**config.mk**
```make
export PLATFORM = sky130hd
export DESIGN_NAME = round_robin_quantum_task_scheduler_top_flat
export DESIGN_NICKNAME = d
export VERILOG_FILES = /design/src/rtl/core/rrqts_pkg.sv /design/src/rtl/core/rrqts_item_if.sv /design/src/rtl/core/rrqts_result_if.sv /design/src/rtl/core/rrqts_front.sv /design/src/rtl/core/rrqts_fifo.sv /design/src/rtl/core/rrqts_back.sv /design/src/rtl/core/round_robin_quantum_task_scheduler_top.sv /design/src/flat_wrapper.sv
export VERILOG_INCLUDE_DIRS = /design/src /design/src/rtl/core
export SDC_FILE = /design/constraint.sdc
export NUM_CORES = 1
export LEC_CHECK = 0
export BUFFER_PORTS_ARGS = -buffer_cell sky130_fd_sc_hd__buf_2
export CAP_MARGIN = 20
export CELL_PAD_IN_SITES_DETAIL_PLACEMENT = 1
export CELL_PAD_IN_SITES_GLOBAL_PLACEMENT = 2
export CORE_ASPECT_RATIO = 0.7
export CORE_MARGIN = 4
export CORE_UTILIZATION = 35
export DETAILED_ROUTE_END_ITERATION = 10
export HOLD_SLACK_MARGIN = 0.15
export PLACE_DENSITY_LB_ADDON = 0.12
export SETUP_SLACK_MARGIN = 0.3
export SLEW_MARGIN = 30
export SYNTH_ARGS = -nofsm -noshare
export SYNTH_HDL_FRONTEND = slang
export SYNTH_HIERARCHICAL = 1
export SYNTH_SLANG_ARGS = --single-unit
export TNS_END_PERCENT = 50
```
**constraint.sdc**
```tcl
create_clock -name clk -period 4.1 [get_ports clk]
set_input_delay 0.41 -clock clk [delete_from_list [all_inputs] [get_ports clk]]
set_output_delay 0.41 -clock clk [all_outputs]
set_load 0.05 [all_outputs]
```
**src/rtl/core/assert_macros.svh**
```systemverilog
// Assertion helpers used by the scheduler back end.
`ifndef ASSERT_MACROS_SVH
`define ASSERT_MACROS_SVH

`ifndef SYNTHESIS

// The property must hold at every rising clock edge outside reset.
`define ASSERT_CHK(lbl, clk_s, rst_s, prop) \
    lbl: assert property (@(posedge clk_s) disable iff (!rst_s) prop) \
        else $error("scheduler property violated");

// The expression must never be true outside reset.
`define ASSERT_NEVER(lbl, clk_s, rst_s, expr) \
    lbl: assert property (@(posedge clk_s) disable iff (!rst_s) !(expr)) \
        else $error("scheduler forbidden condition seen");

`else

`define ASSERT_CHK(lbl, clk_s, rst_s, prop)
`define ASSERT_NEVER(lbl, clk_s, rst_s, expr)

`endif

`endif

```
**src/rtl/core/rrqts_pkg.sv**
```systemverilog
package rrqts_pkg;

    localparam int MAX_TASKS_DEF    = 16;
    localparam int QUANTUM_BITS_DEF = 16;

    localparam int FUNC_W     = 2;
    localparam int ID_W       = 4;
    localparam int QIN_W      = 16;
    localparam int CFG_IDX_W  = 1;
    localparam int CFG_DATA_W = 4;

    localparam logic [FUNC_W-1:0] FUNC_ADD   = 2'd0;
    localparam logic [FUNC_W-1:0] FUNC_TICK  = 2'd1;
    localparam logic [FUNC_W-1:0] FUNC_YIELD = 2'd2;

    localparam logic [CFG_IDX_W-1:0] CFG_IDLE_TASK   = 1'd0;
    localparam logic [CFG_IDX_W-1:0] CFG_IDLE_ENABLE = 1'd1;

    typedef enum logic [1:0] {
        OP_NOP,
        OP_ADD,
        OP_TICK,
        OP_YIELD
    } op_t;

    typedef struct packed {
        op_t              op;
        logic [ID_W-1:0]  id;
        logic [QIN_W-1:0] quantum;
    } cmd_t;

endpackage

```
**src/rtl/core/rrqts_item_if.sv**
```systemverilog
interface rrqts_item_if;
    logic                          valid;
    logic                          ready;
    logic [rrqts_pkg::FUNC_W-1:0]  func;
    logic [rrqts_pkg::ID_W-1:0]    task_id;
    logic [rrqts_pkg::QIN_W-1:0]   quantum;

    modport source (output valid, func, task_id, quantum, input ready);
    modport sink   (input valid, func, task_id, quantum, output ready);
endinterface

```
**src/rtl/core/rrqts_result_if.sv**
```systemverilog
interface rrqts_result_if;
    logic                        valid;
    logic                        ready;
    logic [rrqts_pkg::ID_W-1:0]  current_task;
    logic                        has_current;
    logic                        switched;

    modport source (output valid, current_task, has_current, switched, input ready);
    modport sink   (input valid, current_task, has_current, switched, output ready);
endinterface

```
**src/rtl/core/rrqts_front.sv**
```systemverilog
module rrqts_front #(
    parameter int MAX_TASKS = rrqts_pkg::MAX_TASKS_DEF
) (
    input  logic                clk,
    input  logic                rst_n,
    rrqts_item_if.sink          item,
    output rrqts_pkg::cmd_t     cmd,
    output logic                cmd_valid,
    input  logic                cmd_ready
);

    logic            valid_reg;
    logic            valid_next;
    rrqts_pkg::cmd_t cmd_reg;
    rrqts_pkg::cmd_t cmd_next;
    logic            accept;

    assign item.ready = !valid_reg || cmd_ready;
    assign accept     = item.valid && item.ready;
    assign cmd_valid  = valid_reg;
    assign cmd        = cmd_reg;

    // Decode the function code; an add of a slot outside the table becomes a no-op.
    always_comb
    begin
        cmd_next.id      = item.task_id;
        cmd_next.quantum = item.quantum;
        case (item.func)
            rrqts_pkg::FUNC_ADD:
            begin
                cmd_next.op = (int'(item.task_id) < MAX_TASKS) ? rrqts_pkg::OP_ADD
                                                               : rrqts_pkg::OP_NOP;
            end
            rrqts_pkg::FUNC_TICK:  cmd_next.op = rrqts_pkg::OP_TICK;
            rrqts_pkg::FUNC_YIELD: cmd_next.op = rrqts_pkg::OP_YIELD;
            default:               cmd_next.op = rrqts_pkg::OP_NOP;
        endcase
    end

    always_comb
    begin
        valid_next = valid_reg;
        if (accept)
        begin
            valid_next = 1'b1;
        end
        else if (cmd_ready)
        begin
            valid_next = 1'b0;
        end
    end

    always_ff @(posedge clk or negedge rst_n)
    begin
        if (!rst_n)
        begin
            valid_reg <= 1'b0;
        end
        else
        begin
            valid_reg <= valid_next;
        end
    end

    always_ff @(posedge clk)
    begin
        if (accept)
        begin
            cmd_reg <= cmd_next;
        end
    end

endmodule

```
**src/rtl/core/rrqts_fifo.sv**
```systemverilog
module rrqts_fifo (
    input  logic            clk,
    input  logic            rst_n,
    input  logic            push_valid,
    output logic            push_ready,
    input  rrqts_pkg::cmd_t push_data,
    output logic            pop_valid,
    input  logic            pop_ready,
    output rrqts_pkg::cmd_t pop_data
);

    localparam int DEPTH = 2;

    rrqts_pkg::cmd_t entry_reg [DEPTH];
    logic       wr_ptr_reg;
    logic       wr_ptr_next;
    logic       rd_ptr_reg;
    logic       rd_ptr_next;
    logic [1:0] count_reg;
    logic [1:0] count_next;
    logic       push;
    logic       pop;

    assign push_ready = (count_reg != 2'(DEPTH));
    assign pop_valid  = (count_reg != 2'd0);
    assign push       = push_valid && push_ready;
    assign pop        = pop_valid && pop_ready;
    assign pop_data   = entry_reg[rd_ptr_reg];

    always_comb
    begin
        wr_ptr_next = push ? !wr_ptr_reg : wr_ptr_reg;
        rd_ptr_next = pop ? !rd_ptr_reg : rd_ptr_reg;
        count_next  = count_reg;
        if (push && !pop)
        begin
            count_next = count_reg + 2'd1;
        end
        else if (pop && !push)
        begin
            count_next = count_reg - 2'd1;
        end
    end

    always_ff @(posedge clk or negedge rst_n)
    begin
        if (!rst_n)
        begin
            wr_ptr_reg <= 1'b0;
            rd_ptr_reg <= 1'b0;
            count_reg  <= 2'd0;
        end
        else
        begin
            wr_ptr_reg <= wr_ptr_next;
            rd_ptr_reg <= rd_ptr_next;
            count_reg  <= count_next;
        end
    end

    always_ff @(posedge clk)
    begin
        if (push)
        begin
            entry_reg[wr_ptr_reg] <= push_data;
        end
    end

endmodule

```
**src/rtl/core/rrqts_back.sv**
```systemverilog
`include "assert_macros.svh"

module rrqts_back #(
    parameter int MAX_TASKS    = rrqts_pkg::MAX_TASKS_DEF,
    parameter int QUANTUM_BITS = rrqts_pkg::QUANTUM_BITS_DEF
) (
    input  logic                       clk,
    input  logic                       rst_n,
    input  rrqts_pkg::cmd_t            cmd,
    input  logic                       cmd_valid,
    output logic                       cmd_ready,
    input  logic [rrqts_pkg::ID_W-1:0] idle_task,
    input  logic                       idle_enable,
    rrqts_result_if.source             result
);

    localparam int SLOT_W = $clog2(MAX_TASKS);
    localparam int ID_W   = rrqts_pkg::ID_W;

    typedef logic [SLOT_W-1:0]       slot_t;
    typedef logic [QUANTUM_BITS-1:0] quant_t;

    typedef enum logic [1:0] {
        S_IDLE,
        S_EXEC,
        S_WR2
    } state_t;

    // Ring links and quanta, one write port and one registered read port each.
    slot_t  next_mem    [MAX_TASKS];
    quant_t quantum_mem [MAX_TASKS];
    slot_t  next_rd;
    quant_t quantum_rd;

    state_t         state_reg;
    state_t         state_next;
    logic           out_valid_reg;
    logic           out_valid_next;
    slot_t          run_reg;
    slot_t          run_next;
    logic           nonempty_reg;
    logic           nonempty_next;
    quant_t         elapsed_reg;
    quant_t         elapsed_next;
    rrqts_pkg::op_t op_reg;
    slot_t          id_reg;
    quant_t         q_reg;
    slot_t          after_reg;
    logic           switched_reg;
    logic           switched_next;
    logic [ID_W-1:0] cur_task_reg;

    logic   pop;
    logic   next_we;
    slot_t  next_waddr;
    slot_t  next_wdata;
    logic   quantum_we;
    slot_t  quantum_waddr;
    quant_t quantum_wdata;
    quant_t elapsed_inc;
    slot_t  idle_slot;
    logic   idle_ok;

    assign cmd_ready   = (state_reg == S_IDLE) && (!out_valid_reg || result.ready);
    assign pop         = cmd_valid && cmd_ready;
    assign elapsed_inc = elapsed_reg + quant_t'(1);
    assign idle_slot   = slot_t'(idle_task);
    assign idle_ok     = idle_enable && (int'(idle_task) < MAX_TASKS);

    assign result.valid        = out_valid_reg;
    assign result.current_task = cur_task_reg;
    assign result.has_current  = nonempty_reg;
    assign result.switched     = switched_reg;

    always_comb
    begin
        state_next     = state_reg;
        out_valid_next = out_valid_reg && !result.ready;
        run_next       = run_reg;
        nonempty_next  = nonempty_reg;
        elapsed_next   = elapsed_reg;
        switched_next  = 1'b0;
        next_we        = 1'b0;
        next_waddr     = run_reg;
        next_wdata     = id_reg;
        quantum_we     = 1'b0;
        quantum_waddr  = id_reg;
        quantum_wdata  = q_reg;

        case (state_reg)
            S_IDLE:
            begin
                if (pop)
                begin
                    state_next = S_EXEC;
                end
            end
            S_EXEC:
            begin
                // The read port has just returned the running slot's entries.
                out_valid_next = 1'b1;
                state_next     = S_IDLE;
                case (op_reg)
                    rrqts_pkg::OP_ADD:
                    begin
                        quantum_we = 1'b1;
                        if (!nonempty_reg)
                        begin
                            next_we       = 1'b1;
                            next_waddr    = id_reg;
                            run_next      = id_reg;
                            nonempty_next = 1'b1;
                        end
                        else if (id_reg != run_reg)
                        begin
                            next_we    = 1'b1;
                            state_next = S_WR2;
                        end
                    end
                    rrqts_pkg::OP_TICK:
                    begin
                        if (nonempty_reg)
                        begin
                            if (elapsed_inc >= quantum_rd)
                            begin
                                elapsed_next  = '0;
                                run_next      = next_rd;
                                switched_next = 1'b1;
                            end
                            else
                            begin
                                elapsed_next = elapsed_inc;
                            end
                        end
                    end
                    rrqts_pkg::OP_YIELD:
                    begin
                        if (nonempty_reg && idle_ok)
                        begin
                            quantum_we    = 1'b1;
                            quantum_waddr = idle_slot;
                            quantum_wdata = quantum_rd;
                            next_we       = 1'b1;
                            next_waddr    = idle_slot;
                            next_wdata    = next_rd;
                            run_next      = idle_slot;
                            switched_next = 1'b1;
                        end
                    end
                    default:
                    begin
                    end
                endcase
            end
            S_WR2:
            begin
                // Second half of an insert: link the new slot to the old successor.
                next_we    = 1'b1;
                next_waddr = id_reg;
                next_wdata = after_reg;
                state_next = S_IDLE;
            end
            default:
            begin
                state_next = S_IDLE;
            end
        endcase
    end

    always_ff @(posedge clk or negedge rst_n)
    begin
        if (!rst_n)
        begin
            state_reg     <= S_IDLE;
            out_valid_reg <= 1'b0;
            run_reg       <= '0;
            nonempty_reg  <= 1'b0;
            elapsed_reg   <= '0;
        end
        else
        begin
            state_reg     <= state_next;
            out_valid_reg <= out_valid_next;
            run_reg       <= run_next;
            nonempty_reg  <= nonempty_next;
            elapsed_reg   <= elapsed_next;
        end
    end

    always_ff @(posedge clk)
    begin
        if (pop)
        begin
            op_reg <= cmd.op;
            id_reg <= slot_t'(cmd.id);
            q_reg  <= quant_t'(cmd.quantum);
        end
        if (state_reg == S_EXEC)
        begin
            after_reg    <= next_rd;
            switched_reg <= switched_next;
            cur_task_reg <= ID_W'(run_next);
        end
    end

    always_ff @(posedge clk)
    begin
        if (next_we)
        begin
            next_mem[next_waddr] <= next_wdata;
        end
        if (quantum_we)
        begin
            quantum_mem[quantum_waddr] <= quantum_wdata;
        end
        next_rd    <= next_mem[run_reg];
        quantum_rd <= quantum_mem[run_reg];
    end

    `ASSERT_NEVER(a_ring_never_empties, clk, rst_n, $fell(nonempty_reg))
    `ASSERT_CHK(a_result_from_exec, clk, rst_n, $rose(out_valid_reg) |-> $past(state_reg == S_EXEC))
    `ASSERT_CHK(a_wr2_follows_exec, clk, rst_n, (state_reg == S_WR2) |-> $past(state_reg == S_EXEC))
    `ASSERT_CHK(a_switch_needs_task, clk, rst_n, (out_valid_reg && switched_reg) |-> nonempty_reg)

endmodule

```
**src/rtl/core/round_robin_quantum_task_scheduler_top.sv**
```systemverilog
// Channel   Port    Dir   Beat contents
// input     item    sink  func, task_id, quantum
// output    result  src   current_task, has_current, switched
// config    cfg_*   sink  idle_task (index 0), idle_enable (index 1), write only
//
// An item passes the execute unit's S_IDLE and S_EXEC states, and an add that
// splices a slot into a populated ring also passes S_WR2; the registered table
// read sets S_EXEC, and the link table's single write port adds S_WR2.
// Front register and a two-entry queue absorb input beats while the back end
// works or the result register waits. Reset is asynchronous and active low, and
// clears control state only; the slot tables are valid once written.
module round_robin_quantum_task_scheduler_top #(
    parameter int MAX_TASKS    = rrqts_pkg::MAX_TASKS_DEF,
    parameter int QUANTUM_BITS = rrqts_pkg::QUANTUM_BITS_DEF
) (
    input  logic                             clk,
    input  logic                             rst_n,
    rrqts_item_if.sink                       item,
    rrqts_result_if.source                   result,
    input  logic                             cfg_we,
    input  logic [rrqts_pkg::CFG_IDX_W-1:0]  cfg_index,
    input  logic [rrqts_pkg::CFG_DATA_W-1:0] cfg_data
);

    logic [rrqts_pkg::ID_W-1:0] idle_task_reg;
    logic                       idle_enable_reg;

    rrqts_pkg::cmd_t front_cmd;
    logic            front_valid;
    logic            front_ready;
    rrqts_pkg::cmd_t queue_cmd;
    logic            queue_valid;
    logic            queue_ready;

    always_ff @(posedge clk or negedge rst_n)
    begin
        if (!rst_n)
        begin
            idle_task_reg   <= '0;
            idle_enable_reg <= 1'b0;
        end
        else if (cfg_we)
        begin
            case (cfg_index)
                rrqts_pkg::CFG_IDLE_TASK:   idle_task_reg   <= cfg_data[rrqts_pkg::ID_W-1:0];
                rrqts_pkg::CFG_IDLE_ENABLE: idle_enable_reg <= cfg_data[0];
                default:
                begin
                end
            endcase
        end
    end

    rrqts_front #(
        .MAX_TASKS (MAX_TASKS)
    ) u_front (
        .clk       (clk),
        .rst_n     (rst_n),
        .item      (item),
        .cmd       (front_cmd),
        .cmd_valid (front_valid),
        .cmd_ready (front_ready)
    );

    rrqts_fifo u_queue (
        .clk        (clk),
        .rst_n      (rst_n),
        .push_valid (front_valid),
        .push_ready (front_ready),
        .push_data  (front_cmd),
        .pop_valid  (queue_valid),
        .pop_ready  (queue_ready),
        .pop_data   (queue_cmd)
    );

    rrqts_back #(
        .MAX_TASKS    (MAX_TASKS),
        .QUANTUM_BITS (QUANTUM_BITS)
    ) u_back (
        .clk         (clk),
        .rst_n       (rst_n),
        .cmd         (queue_cmd),
        .cmd_valid   (queue_valid),
        .cmd_ready   (queue_ready),
        .idle_task   (idle_task_reg),
        .idle_enable (idle_enable_reg),
        .result      (result)
    );

endmodule

```
**src/flat_wrapper.sv**
```systemverilog
// flat-port wrapper written by rule: the top's interface ports become plain ports
module round_robin_quantum_task_scheduler_top_flat 
#(
    parameter int MAX_TASKS    = rrqts_pkg::MAX_TASKS_DEF,
    parameter int QUANTUM_BITS = rrqts_pkg::QUANTUM_BITS_DEF
)
  (clk, rst_n, cfg_we, cfg_index, cfg_data, item_valid, item_func, item_task_id, item_quantum, item_ready, result_valid, result_current_task, result_has_current, result_switched, result_ready);
  rrqts_item_if item_i ();
  rrqts_result_if result_i ();
  input  logic clk;
  input  logic rst_n;
  input  logic cfg_we;
  input  logic [rrqts_pkg::CFG_IDX_W-1:0] cfg_index;
  input  logic [rrqts_pkg::CFG_DATA_W-1:0] cfg_data;
  input wire logic [$bits(item_i.valid)-1:0] item_valid;
  input wire logic [$bits(item_i.func)-1:0] item_func;
  input wire logic [$bits(item_i.task_id)-1:0] item_task_id;
  input wire logic [$bits(item_i.quantum)-1:0] item_quantum;
  output wire logic [$bits(item_i.ready)-1:0] item_ready;
  output wire logic [$bits(result_i.valid)-1:0] result_valid;
  output wire logic [$bits(result_i.current_task)-1:0] result_current_task;
  output wire logic [$bits(result_i.has_current)-1:0] result_has_current;
  output wire logic [$bits(result_i.switched)-1:0] result_switched;
  input wire logic [$bits(result_i.ready)-1:0] result_ready;
  assign item_i.valid = item_valid;
  assign item_i.func = item_func;
  assign item_i.task_id = item_task_id;
  assign item_i.quantum = item_quantum;
  assign item_ready = item_i.ready;
  assign result_valid = result_i.valid;
  assign result_current_task = result_i.current_task;
  assign result_has_current = result_i.has_current;
  assign result_switched = result_i.switched;
  assign result_i.ready = result_ready;
  round_robin_quantum_task_scheduler_top #(.MAX_TASKS(MAX_TASKS), .QUANTUM_BITS(QUANTUM_BITS)) u_core (.clk(clk), .rst_n(rst_n), .item(item_i), .result(result_i), .cfg_we(cfg_we), .cfg_index(cfg_index), .cfg_data(cfg_data));
endmodule
```
==> results.sh, run 1 <==
export IMPL_cts_made_buffers=47
export IMPL_clock_latency_ns=0.58
export IMPL_core_um2=52700
export IMPL_finalSetupTns_ns=0
export IMPL_status="complete, no violations"
export IMPL_drc=0
export IMPL_drtAntennaViolNets=0
export IMPL_synthFlopType="edfxtp_1"
export IMPL_fmax_ghz=0.282
export IMPL_wl_per_cell_um=23.2
export IMPL_multi_input_area_um2=4750
export IMPL_cts_root_buf="clkbuf_16"
export IMPL_cp_arrival_ns=3.85
export IMPL_finalMaxSlewViolations=0
export IMPL_cts_tree="yes"
export IMPL_die_area_um2=57700
export IMPL_fin_util=0.417
export IMPL_fin_crit_ns=3.55
export IMPL_end_kind="flip-flop"
export IMPL_num_fill_cells=5124
export IMPL_synth_cell_types=60
export IMPL_htreeDepth=2
export IMPL_syn_inst=1019
export IMPL_grt_max_degree=76
export IMPL_rsz0062_at_grt="false"
export IMPL_worstSetupPathType="reg -> reg"
export IMPL_cap_violations=0
export IMPL_syn_cell_area_um2=18900
export IMPL_num_vias=9455
export IMPL_globalplace_congestion=0.729
export IMPL_dpl_hpwl_mm=27.6
export IMPL_vias_per_cell=4.99
export IMPL_ys_warn_count=6
export IMPL_cp_buffers_inverters=1
export IMPL_cpLargestDelayFamily="simple AND/OR/NAND/NOR gates"
export IMPL_async_reset_ff_frac=0.0722
export IMPL_startpoint_type="flip-flop"
export IMPL_dp_cells=1778
export IMPL_row_count=70
export IMPL_num_io_pins=40
export IMPL_numClockSinks=471
export IMPL_setup_viol=0
export IMPL_drive_above_1_share=0.270
export IMPL_synth_seq_area_share=0.730
export IMPL_diodes=0
export IMPL_synth_seq_cells=471
export IMPL_register_area_um2=13800
export IMPL_layout_cells_non_filler=1893
export IMPL_io_buffers=39
export IMPL_path_common_cell="and3_1"
export IMPL_peakVddDrop_mv=0.376
export IMPL_start_util=0.358
export IMPL_slowest_stage="dfrtp_1"
export IMPL_track_usage=0.154
export IMPL_fin_skew_ns=0.0239
export IMPL_syn_nets=1075
export IMPL_required_ns=4.40
export IMPL_area_growth_pct=16.5
export IMPL_die_x_um=285
export IMPL_pwr_density_cell_nw_per_um2=700
export IMPL_routed_wl_mm=44.0
export IMPL_finalNetCount=1190
export IMPL_worstPathMaxFanout=9
export IMPL_hp_class="in -> reg"
export IMPL_largest_reg_flops=256
export IMPL_path_clk_slew_ns=0.07
export IMPL_min_period_over_period=0.866
export IMPL_first_pass_iters=4
export IMPL_cts_path_max_buffers=3
export IMPL_postSynthAreaPerCell_um2=18.5
export IMPL_synth_edf_count=417
export IMPL_cp_cell_sequence="and3_1 > and4_1 > and3_1 > and3_1 > xor2_1 > ha_1 > nand4_1 > nor2_1 > nor4_1 > o21ai_2 > buf_4 > a311o_1"
export IMPL_grt_pass1_vias=10249
export IMPL_slew_headroom=0.502
export IMPL_slowest_delay_ns=0.43
export IMPL_overflow=0
export IMPL_grt_pass1_wl_mm=66.8
export IMPL_drtIter0Drc=665
export IMPL_antenna_found_initial=0
export IMPL_hold_violations=0
export IMPL_die_h_um=202
export IMPL_worst_pin_slew_ns=0.739
export IMPL_p_leak_uw=0.00759
export IMPL_post_cts_buffers=0
final timing paths:
| path | startpoint | endpoint | slack, ns | cells past startpoint |
|---|---|---|---|---|
| min in group asynchronous | rst_n | u_core/u_back/elapsed_reg[14] | 0.43 | 3 |
| worst min-delay path | cfg_we | u_core/idle_enable_reg | 0.20 | 3 |
| worst max register to register | u_core/u_back/elapsed_reg[2] | u_core/u_back/result.current_task[2] | 0.55 | 12 |
| worst min register to register | u_core/u_front/cmd[15] | u_core/u_queue/entry_reg[1][15] | 0.43 | 0 |
| worst max-delay path | u_core/u_back/elapsed_reg[2] | u_core/u_back/result.current_task[2] | 0.55 | 12 |
| max in group asynchronous | rst_n | u_core/u_back/run_reg[1] | 3.23 | 3 |
cell families after synthesis:
logic type | after synthesis | synth area share
DFF | 471 | 0.730
and+or+nand+nor | 187 | 0.0469
muxes | 137 | 0.141
AOI/OAI and AO/OA | 96 | 0.0346
buffers and inverters | 81 | 0.0207
adders and majority gates | 24 | 0.0159
xor gates and xnor gates | 23 | 0.0107
routing by layer:
layer	GRT usage	part of all wire	wire, um
met5	0	0	0
met4	0.0331	0.017	730
met3	0.0239	0.042	1870
met2	0.240	0.46	20300
met1	0.229	0.48	21100
tightest hold or removal path: cells and delay by family:
kind / cells / cell delay, ns
multiplexers: 1 / 0.15
buffers and inverters: 1 / 0.10
AND/OR/NAND/NOR: 1 / 0.07
placed cells by master (no fill, tap or decap), types with 6 or more instances in the layout:
| cell | synthesis | final |
|---|---|---|
| nand2_1 | 67 | 67 |
| mux4_2 | 100 | 100 |
| a21oi_1 | 11 | 11 |
| nand4_1 | 6 | 6 |
| clkinv_2 | 0 | 7 |
| mux2i_1 | 8 | 8 |
| xnor2_1 | 16 | 16 |
| mux2_2 | 28 | 28 |
| clkinv_1 | 0 | 6 |
| xor2_1 | 7 | 7 |
| dfxtp_1 | 20 | 20 |
| nor2_1 | 52 | 35 |
| nor2_2 | 1 | 18 |
| inv_1 | 30 | 29 |
| buf_4 | 0 | 45 |
| buf_2 | 17 | 39 |
| ha_1 | 24 | 24 |
| clkbuf_1 | 20 | 16 |
| nor3_1 | 6 | 6 |
| and3_1 | 15 | 15 |
| buf_12 | 0 | 6 |
| o21ai_0 | 36 | 36 |
| a22o_1 | 16 | 16 |
| clkbuf_16 | 0 | 47 |
| nand3_1 | 12 | 12 |
| dlygate4sd3_1 | 0 | 27 |
| dfrtp_1 | 34 | 31 |
| nor2b_1 | 8 | 8 |
| edfxtp_1 | 417 | 417 |
report_power, final:
part,switching [uW],internal (uW)
sequential,474,6630
clock,1810,2400
combinational,2500,1570
layout make-up:
class | count | area share
Clock buffer | 67 | 0.0587
Inverter | 30 | 0.00512
Tap cell | 720 | 0.0410
Sequential cell | 471 | 0.627
Timing Repair Buffer | 117 | 0.0420
Clock inverter | 21 | 0.00996
Multi-Input combinational cell | 467 | 0.216
cells in the mapped netlist (2+ instances only):
cell type	count	share of area
a22o_1	16	0.0074
nor3_1	6	0.0016
mux2_2	28	0.017
dfrtp_1	34	0.045
and4_1	2	0.00093
buf_6	4	0.0024
nand2b_1	3	0.00099
and3_1	15	0.0050
ha_1	24	0.016
nor2b_1	8	0.0027
buf_2	17	0.0045
a21boi_0	2	0.00080
nor3b_1	2	0.00080
or3_1	2	0.00066
a21oi_1	11	0.0029
nand3_1	12	0.0032
xor2_1	7	0.0033
a211oi_1	3	0.0012
mux2i_1	8	0.0042
mux4_2	100	0.12
xnor2_1	16	0.0074
dfxtp_1	20	0.021
nand2_1	67	0.013
nand4_1	6	0.0020
a31oi_1	4	0.0013
buf_8	3	0.0024
clkbuf_1	20	0.0040
o21ai_0	36	0.0096
o311ai_1	3	0.0014
a22oi_1	3	0.0012
buf_1	6	0.0012
edfxtp_1	417	0.66
inv_1	30	0.0060
nor2_1	52	0.010
a221oi_1	5	0.0023
a221o_1	3	0.0016
per-stage QoR:
step	area, um^2	hold slack [ns]	power, uW	setup WS, ns
detailed placement	20200	0.431	11400	0.546
global placement	20200	0.425	11300	0.562
finish	22000	0.205	15400	0.550
floorplan	18900	0.114	9810	1.10
CTS	22000	0.165	15700	0.498
global route	22000	0.193	16300	0.311
timing repair:
action	in CTS	in global routing
hold endpoints to repair	61	0
setup endpoints to repair	0	6
resized for setup	0	1
hold buffers	27	0
Power figures use the tool's default switching activity.
==> inputs of run 2 (changes only) <==
==> constraint.sdc (replaced) <==
create_clock -name clk -period 4.1 [get_ports clk]
set_input_delay 0 -clock clk [delete_from_list [all_inputs] [get_ports clk]]
set_output_delay 0 -clock clk [all_outputs]
set_load 0.05 [all_outputs]
==> run 2 against run 1 <==
Critical path depth stayed put. Core utilization is 0.57 points higher. Critical endpoint unchanged. Largest cell class unchanged. Clock skew is 0.0026 ns higher. Maximum frequency is 0.38% lower. Sequential share of layout area is 0.84 points lower. Non-clock buffer count is 30 higher. Largest power group unchanged.
==> results.sh, run 2 (synthesis gave the netlist of run 1 again) <==
export IMPL_crit_end="u_core/u_back/result.current_task[2]"
export IMPL_swShare=0.312
export IMPL_peakVddDrop_mv=0.376
export IMPL_end_kind="flip-flop"
export IMPL_die_x_um=285
export IMPL_htreeDepth=2
export IMPL_status="complete, no violations"
export IMPL_drtIter0Drc=684
export IMPL_p_int_uw=10600
export IMPL_path_clk_slew_ns=0.07
export IMPL_post_cts_buffers=0
export IMPL_rsz0062_at_grt="false"
export IMPL_num_fill_cells=5122
export IMPL_finalNetCount=1220
export IMPL_min_period_over_period=0.869
export IMPL_rrSetupSlack_ns=0.54
export IMPL_num_io_pins=40
export IMPL_slowest_delay_ns=0.43
export IMPL_drtAntennaViolNets=0
export IMPL_area_growth_pct=18.1
export IMPL_globalplace_congestion=0.729
export IMPL_diodes=0
export IMPL_p_leak_uw=0.00772
export IMPL_antenna_found_initial=0
export IMPL_total_power_uw=15400
export IMPL_cts_made_buffers=47
export IMPL_fin_crit_ns=3.56
export IMPL_drc=0
export IMPL_slowest_stage="dfrtp_1"
export IMPL_layout_commonest_cell="edfxtp_1"
export IMPL_startpoint_type="flip-flop"
export IMPL_path_common_cell="and3_1"
export IMPL_die_area_um2=57700
export IMPL_core_um2=52700
export IMPL_fmax_ghz=0.281
export IMPL_dpl_hpwl_mm=27.6
export IMPL_wl_per_cell_um=23.2
export IMPL_rr_worst_depth=12
export IMPL_cts_path_max_buffers=3
export IMPL_p_sw_uw=4810
export IMPL_track_usage=0.156
export IMPL_cp_cell_sequence="and3_1 > and4_1 > and3_1 > and3_1 > xor2_1 > ha_1 > nand4_1 > nor2_1 > nor4_1 > o21ai_2 > buf_4 > a311o_1"
export IMPL_overflow=0
export IMPL_hold_violations=0
export IMPL_row_count=70
export IMPL_grt_pass1_vias=10438
export IMPL_cts_root_buf="clkbuf_16"
export IMPL_routed_wl_mm=44.6
export IMPL_drive_above_1_share=0.264
export IMPL_cap_violations=0
export IMPL_first_pass_iters=5
export IMPL_cpLargestDelayFamily="simple AND/OR/NAND/NOR gates"
export IMPL_seqPwrFrac=0.460
export IMPL_critPathLaunch="u_core/u_back/elapsed_reg[2]"
export IMPL_setup_viol=0
export IMPL_clkPwrFrac=0.273
export IMPL_layout_common_cells="417 x edfxtp_1, 100 x mux4_2, 67 x nand2_1, 57 x dlygate4sd3_1, 47 x clkbuf_16"
export IMPL_required_ns=4.40
export IMPL_worstPathMaxFanout=9
export IMPL_numClockSinks=471
export IMPL_grt_max_degree=76
export IMPL_worst_pin_slew_ns=0.746
export IMPL_r2r_end="u_core/u_back/result.current_task[2]"
export IMPL_finalSetupTns_ns=0
export IMPL_cts_tree="yes"
export IMPL_num_vias=9620
export IMPL_grt_pass1_wl_mm=67.7
export IMPL_hp_class="in -> reg"
export IMPL_start_util=0.358
export IMPL_worstSetupPathType="reg -> reg"
export IMPL_fin_skew_ns=0.0265
export IMPL_slew_headroom=0.497
export IMPL_clock_latency_ns=0.58
export IMPL_combPwrFrac=0.267
export IMPL_cp_arrival_ns=3.87
export IMPL_vias_per_cell=5.00
export IMPL_cp_depth=12
export IMPL_io_buffers=39
export IMPL_fin_util=0.423
export IMPL_largest_reg_flops=256
export IMPL_pwr_density_cell_nw_per_um2=693
export IMPL_finalMaxSlewViolations=0
export IMPL_r2r_start="u_core/u_back/elapsed_reg[2]"
export IMPL_cp_buffers_inverters=1
export IMPL_die_h_um=202
run 2: cell types whose count changed in the layout (fill, tap and decap cells not counted), sizes merged:
cell         previous run  this run
dlygate4sd3            27        57
run 2: how the worst min path moves through the flow:
stage	cells past startpoint	endpoint	start
2_1_floorplan	0	u_core/idle_enable_reg	rst_n
3_3_place_gp	2	u_core/u_back/elapsed_reg[14]	rst_n
3_5_place_dp	2	u_core/u_back/elapsed_reg[14]	rst_n
4_1_cts	3	u_core/u_front/cmd_valid	item_valid
5_1_grt	3	u_core/u_front/cmd_valid	item_valid
6_report	3	u_core/u_front/cmd_valid	item_valid
run 2: power by group through the flow:
| stage | Clock, uW | Combinational [uW] | Sequential (uW) |
|---|---|---|---|
| after floorplan | 0 | 2800 | 7000 |
| after global placement | 0 | 4140 | 7210 |
| after detailed placement | 0 | 4170 | 7220 |
| after CTS | 4360 | 4230 | 7130 |
| after global routing | 4600 | 4520 | 7180 |
| final | 4210 | 4120 | 7100 |
run 2: repair_timing:
action	CTS	global route
hold buffers	57	0
gates resized for setup	0	1
setup endpoints to repair	0	6
hold endpoints to repair	88	0
run 2: final cells by class:
cell class | count | area (um^2) | share of cell area
clock buffer | 67 | 1290 | 0.0579
clock inverter | 21 | 219 | 0.00983
inverter | 30 | 113 | 0.00505
multi-input combinational | 467 | 4750 | 0.213
sequential | 471 | 13800 | 0.619
tap | 720 | 901 | 0.0404
timing repair buffer | 147 | 1220 | 0.0549
run 2: per-stage QoR:
| stage | hold slack [ns] | std cells | area, um^2 | worst slack [ns] |
|---|---|---|---|---|
| floorplan | -0.296 | 1019 | 18900 | 1.10 |
| global placement | 0.0979 | 1778 | 20200 | 0.562 |
| detailed placement | 0.105 | 1778 | 20200 | 0.546 |
| CTS | 0.191 | 1923 | 22300 | 0.498 |
| global route | 0.197 | 1923 | 22300 | 0.311 |
| finish | 0.215 | 1923 | 22300 | 0.537 |
run 2: worst register-to-register path, stage by stage, from the launching register on:
cell	delay [ns]
dfrtp_1	0.43
and3_1	0.22
and4_1	0.35
and3_1	0.28
and3_1	0.22
xor2_1	0.20
ha_1	0.27
nand4_1	0.15
nor2_1	0.07
nor4_1	0.37
o21ai_2	0.20
buf_4	0.22
a311o_1	0.33
run 2: per-layer routing:
metal	share of wire	track usage
met3	0.034	0.0239
met1	0.48	0.231
met4	0.017	0.0331
met2	0.47	0.246
met5	0	0
==> inputs of run 3 (changes only) <==
Settings changed: REMOVE_ABC_BUFFERS from default to 1.
==> run 3 against run 2 <==
Critical endpoint unchanged. Core utilization is 0.12 points higher. Non-clock buffer count is 3 higher. Flip-flop and latch count is the same. Maximum frequency up 7.2%. Global-route usage rose by 0.67 points. Critical path depth grew 1. First-iteration DRC count is 18% higher. Count of clock-buffer cells in the layout up 2.
==> results.sh, run 3 (synthesis gave the netlist of run 1 again) <==
export IMPL_status="complete, no violations"
export IMPL_slowest_delay_ns=0.45
export IMPL_place_ws_ns=0.755
export IMPL_area_growth_pct=18.5
export IMPL_layout_cells_non_filler=1926
export IMPL_wl_per_cell_um=24.0
export IMPL_htreeDepth=2
export IMPL_dpl_hpwl_mm=29.7
export IMPL_peakVddDrop_mv=0.335
export IMPL_cp_arrival_ns=3.62
export IMPL_clock_latency_ns=0.57
export IMPL_hold_violations=0
export IMPL_cap_violations=0
export IMPL_end_kind="flip-flop"
export IMPL_drive_above_1_share=0.274
export IMPL_cts_tree="yes"
export IMPL_grt_pass1_vias=10312
export IMPL_cpLargestDelayFamily="simple AND/OR/NAND/NOR gates"
export IMPL_cp_buffers_inverters=1
export IMPL_globalplace_congestion=0.750
export IMPL_drtIter0Drc=810
export IMPL_core_um2=52700
export IMPL_finalMaxSlewViolations=0
export IMPL_largest_reg_flops=256
export IMPL_num_fill_cells=5121
export IMPL_vias_per_cell=5.06
export IMPL_drtAntennaViolNets=0
export IMPL_fin_crit_ns=3.32
export IMPL_layout_common_cells="417 x edfxtp_1, 100 x mux4_2, 67 x nand2_1, 56 x buf_4, 52 x dlygate4sd3_1"
export IMPL_fmax_ghz=0.301
export IMPL_num_io_pins=40
export IMPL_dp_cells=1785
export IMPL_required_ns=4.40
export IMPL_layout_commonest_cell="edfxtp_1"
export IMPL_grt_pass1_wl_mm=70.8
export IMPL_finalNetCount=1223
export IMPL_start_util=0.358
export IMPL_path_common_cell="and3_1"
export IMPL_first_pass_iters=5
export IMPL_worstSetupPathType="reg -> reg"
export IMPL_total_power_uw=15900
export IMPL_overflow=0
export IMPL_die_area_um2=57700
export IMPL_hp_class="in -> reg"
export IMPL_path_clk_slew_ns=0.06
export IMPL_io_buffers=39
export IMPL_min_period_over_period=0.811
export IMPL_setup_viol=0
export IMPL_worstPathMaxFanout=25
export IMPL_cts_root_buf="clkbuf_16"
export IMPL_rsz0062_at_grt="false"
export IMPL_track_usage=0.163
export IMPL_grt_max_degree=59
export IMPL_worst_pin_slew_ns=0.962
export IMPL_die_x_um=285
export IMPL_finalWorstSetupSlack_ns=0.775
export IMPL_drc=0
export IMPL_finalSetupTns_ns=0
export IMPL_post_cts_buffers=0
export IMPL_postLayoutCellArea_um2=22300
export IMPL_row_count=70
export IMPL_slew_headroom=0.358
export IMPL_antenna_found_initial=2
export IMPL_cts_made_buffers=47
export IMPL_cp_cell_sequence="and3_1 > and4_1 > and3_1 > and3_1 > xor2_1 > ha_1 > nand4_1 > nor2_1 > nand3_1 > o21ai_1 > buf_12 > nor3b_1 > a311o_1"
export IMPL_diodes=0
export IMPL_routed_wl_mm=46.3
export IMPL_numClockSinks=471
export IMPL_fin_skew_ns=0.0182
export IMPL_startpoint_type="flip-flop"
export IMPL_dpl_cell_area_um2=20200
export IMPL_num_vias=9751
export IMPL_slowest_stage="dfrtp_1"
export IMPL_p_leak_uw=0.00778
export IMPL_cts_path_max_buffers=3
export IMPL_pwr_density_cell_nw_per_um2=711
export IMPL_die_h_um=202
==> run 3: cell types whose count changed in the layout (fill, tap and decap cells not counted), moves of 2 or more <==
cell / change
clkinv_1: -4
buf_12: -3
clkbuf_8: +3
dlygate4sd3_1: -5
buf_4: +11
clkbuf_1: -2
bufinv_16: +3
==> run 3: per-stage QoR <==
stage          hold WS [ns]  utilization
5_1_grt               0.166        0.424
3_3_place_gp          0.164        0.383
3_5_place_dp          0.166        0.383
6_report              0.177        0.424
2_1_floorplan        -0.296            -
4_1_cts               0.150        0.424
==> run 3: routing by layer <==
metal	share of wire	wire length [um]	GRT usage
met1	0.52	23900	0.264
met2	0.42	19500	0.230
met3	0.046	2120	0.0268
met4	0.015	713	0.0297
met5	0.00028	13	0
==> run 3: power breakdown <==
group / total [uW] / switching (uW) / internal [uW] / leakage (uW)
registers: 7190 / 561 / 6630 / 0.00439
clock network: 4490 / 1820 / 2670 / 0.000789
logic: 4220 / 2610 / 1610 / 0.00260
total: 15900 / 4990 / 10900 / 0.00778
==> run 3: layout make-up <==
cell class | count | area, um^2 | share of cell area
Timing Repair Buffer | 150 | 1200 | 0.0535
Clock buffer | 69 | 1350 | 0.0604
Inverter | 30 | 113 | 0.00504
Clock inverter | 19 | 260 | 0.0116
Tap cell | 720 | 901 | 0.0403
Sequential cell | 471 | 13800 | 0.617
Multi-Input combinational cell | 467 | 4740 | 0.212
==> run 3: path summary, 6_finish.rpt <==
check,cells after the start,startpoint,slack (ns),endpoint
min in group asynchronous,4,rst_n,0.47,u_core/u_back/state_reg[0]
min reg2reg,0,u_core/u_front/cmd[0],0.45,u_core/u_queue/entry_reg[1][0]
max,13,u_core/u_back/elapsed_reg[2],0.78,u_core/u_back/result.current_task[2]
min,2,item_task_id[3],0.18,u_core/u_front/cmd[19]
max in group asynchronous,4,rst_n,3.39,u_core/u_queue/rd_ptr_reg
max reg2reg,13,u_core/u_back/elapsed_reg[2],0.78,u_core/u_back/result.current_task[2]
==> run 3: timing repair <==
action | in CTS | in global routing
endpoints found under the hold margin | 87 | 0
setup endpoints to repair | 0 | 0
resized for setup | 0 | 0
hold buffers | 53 | 0
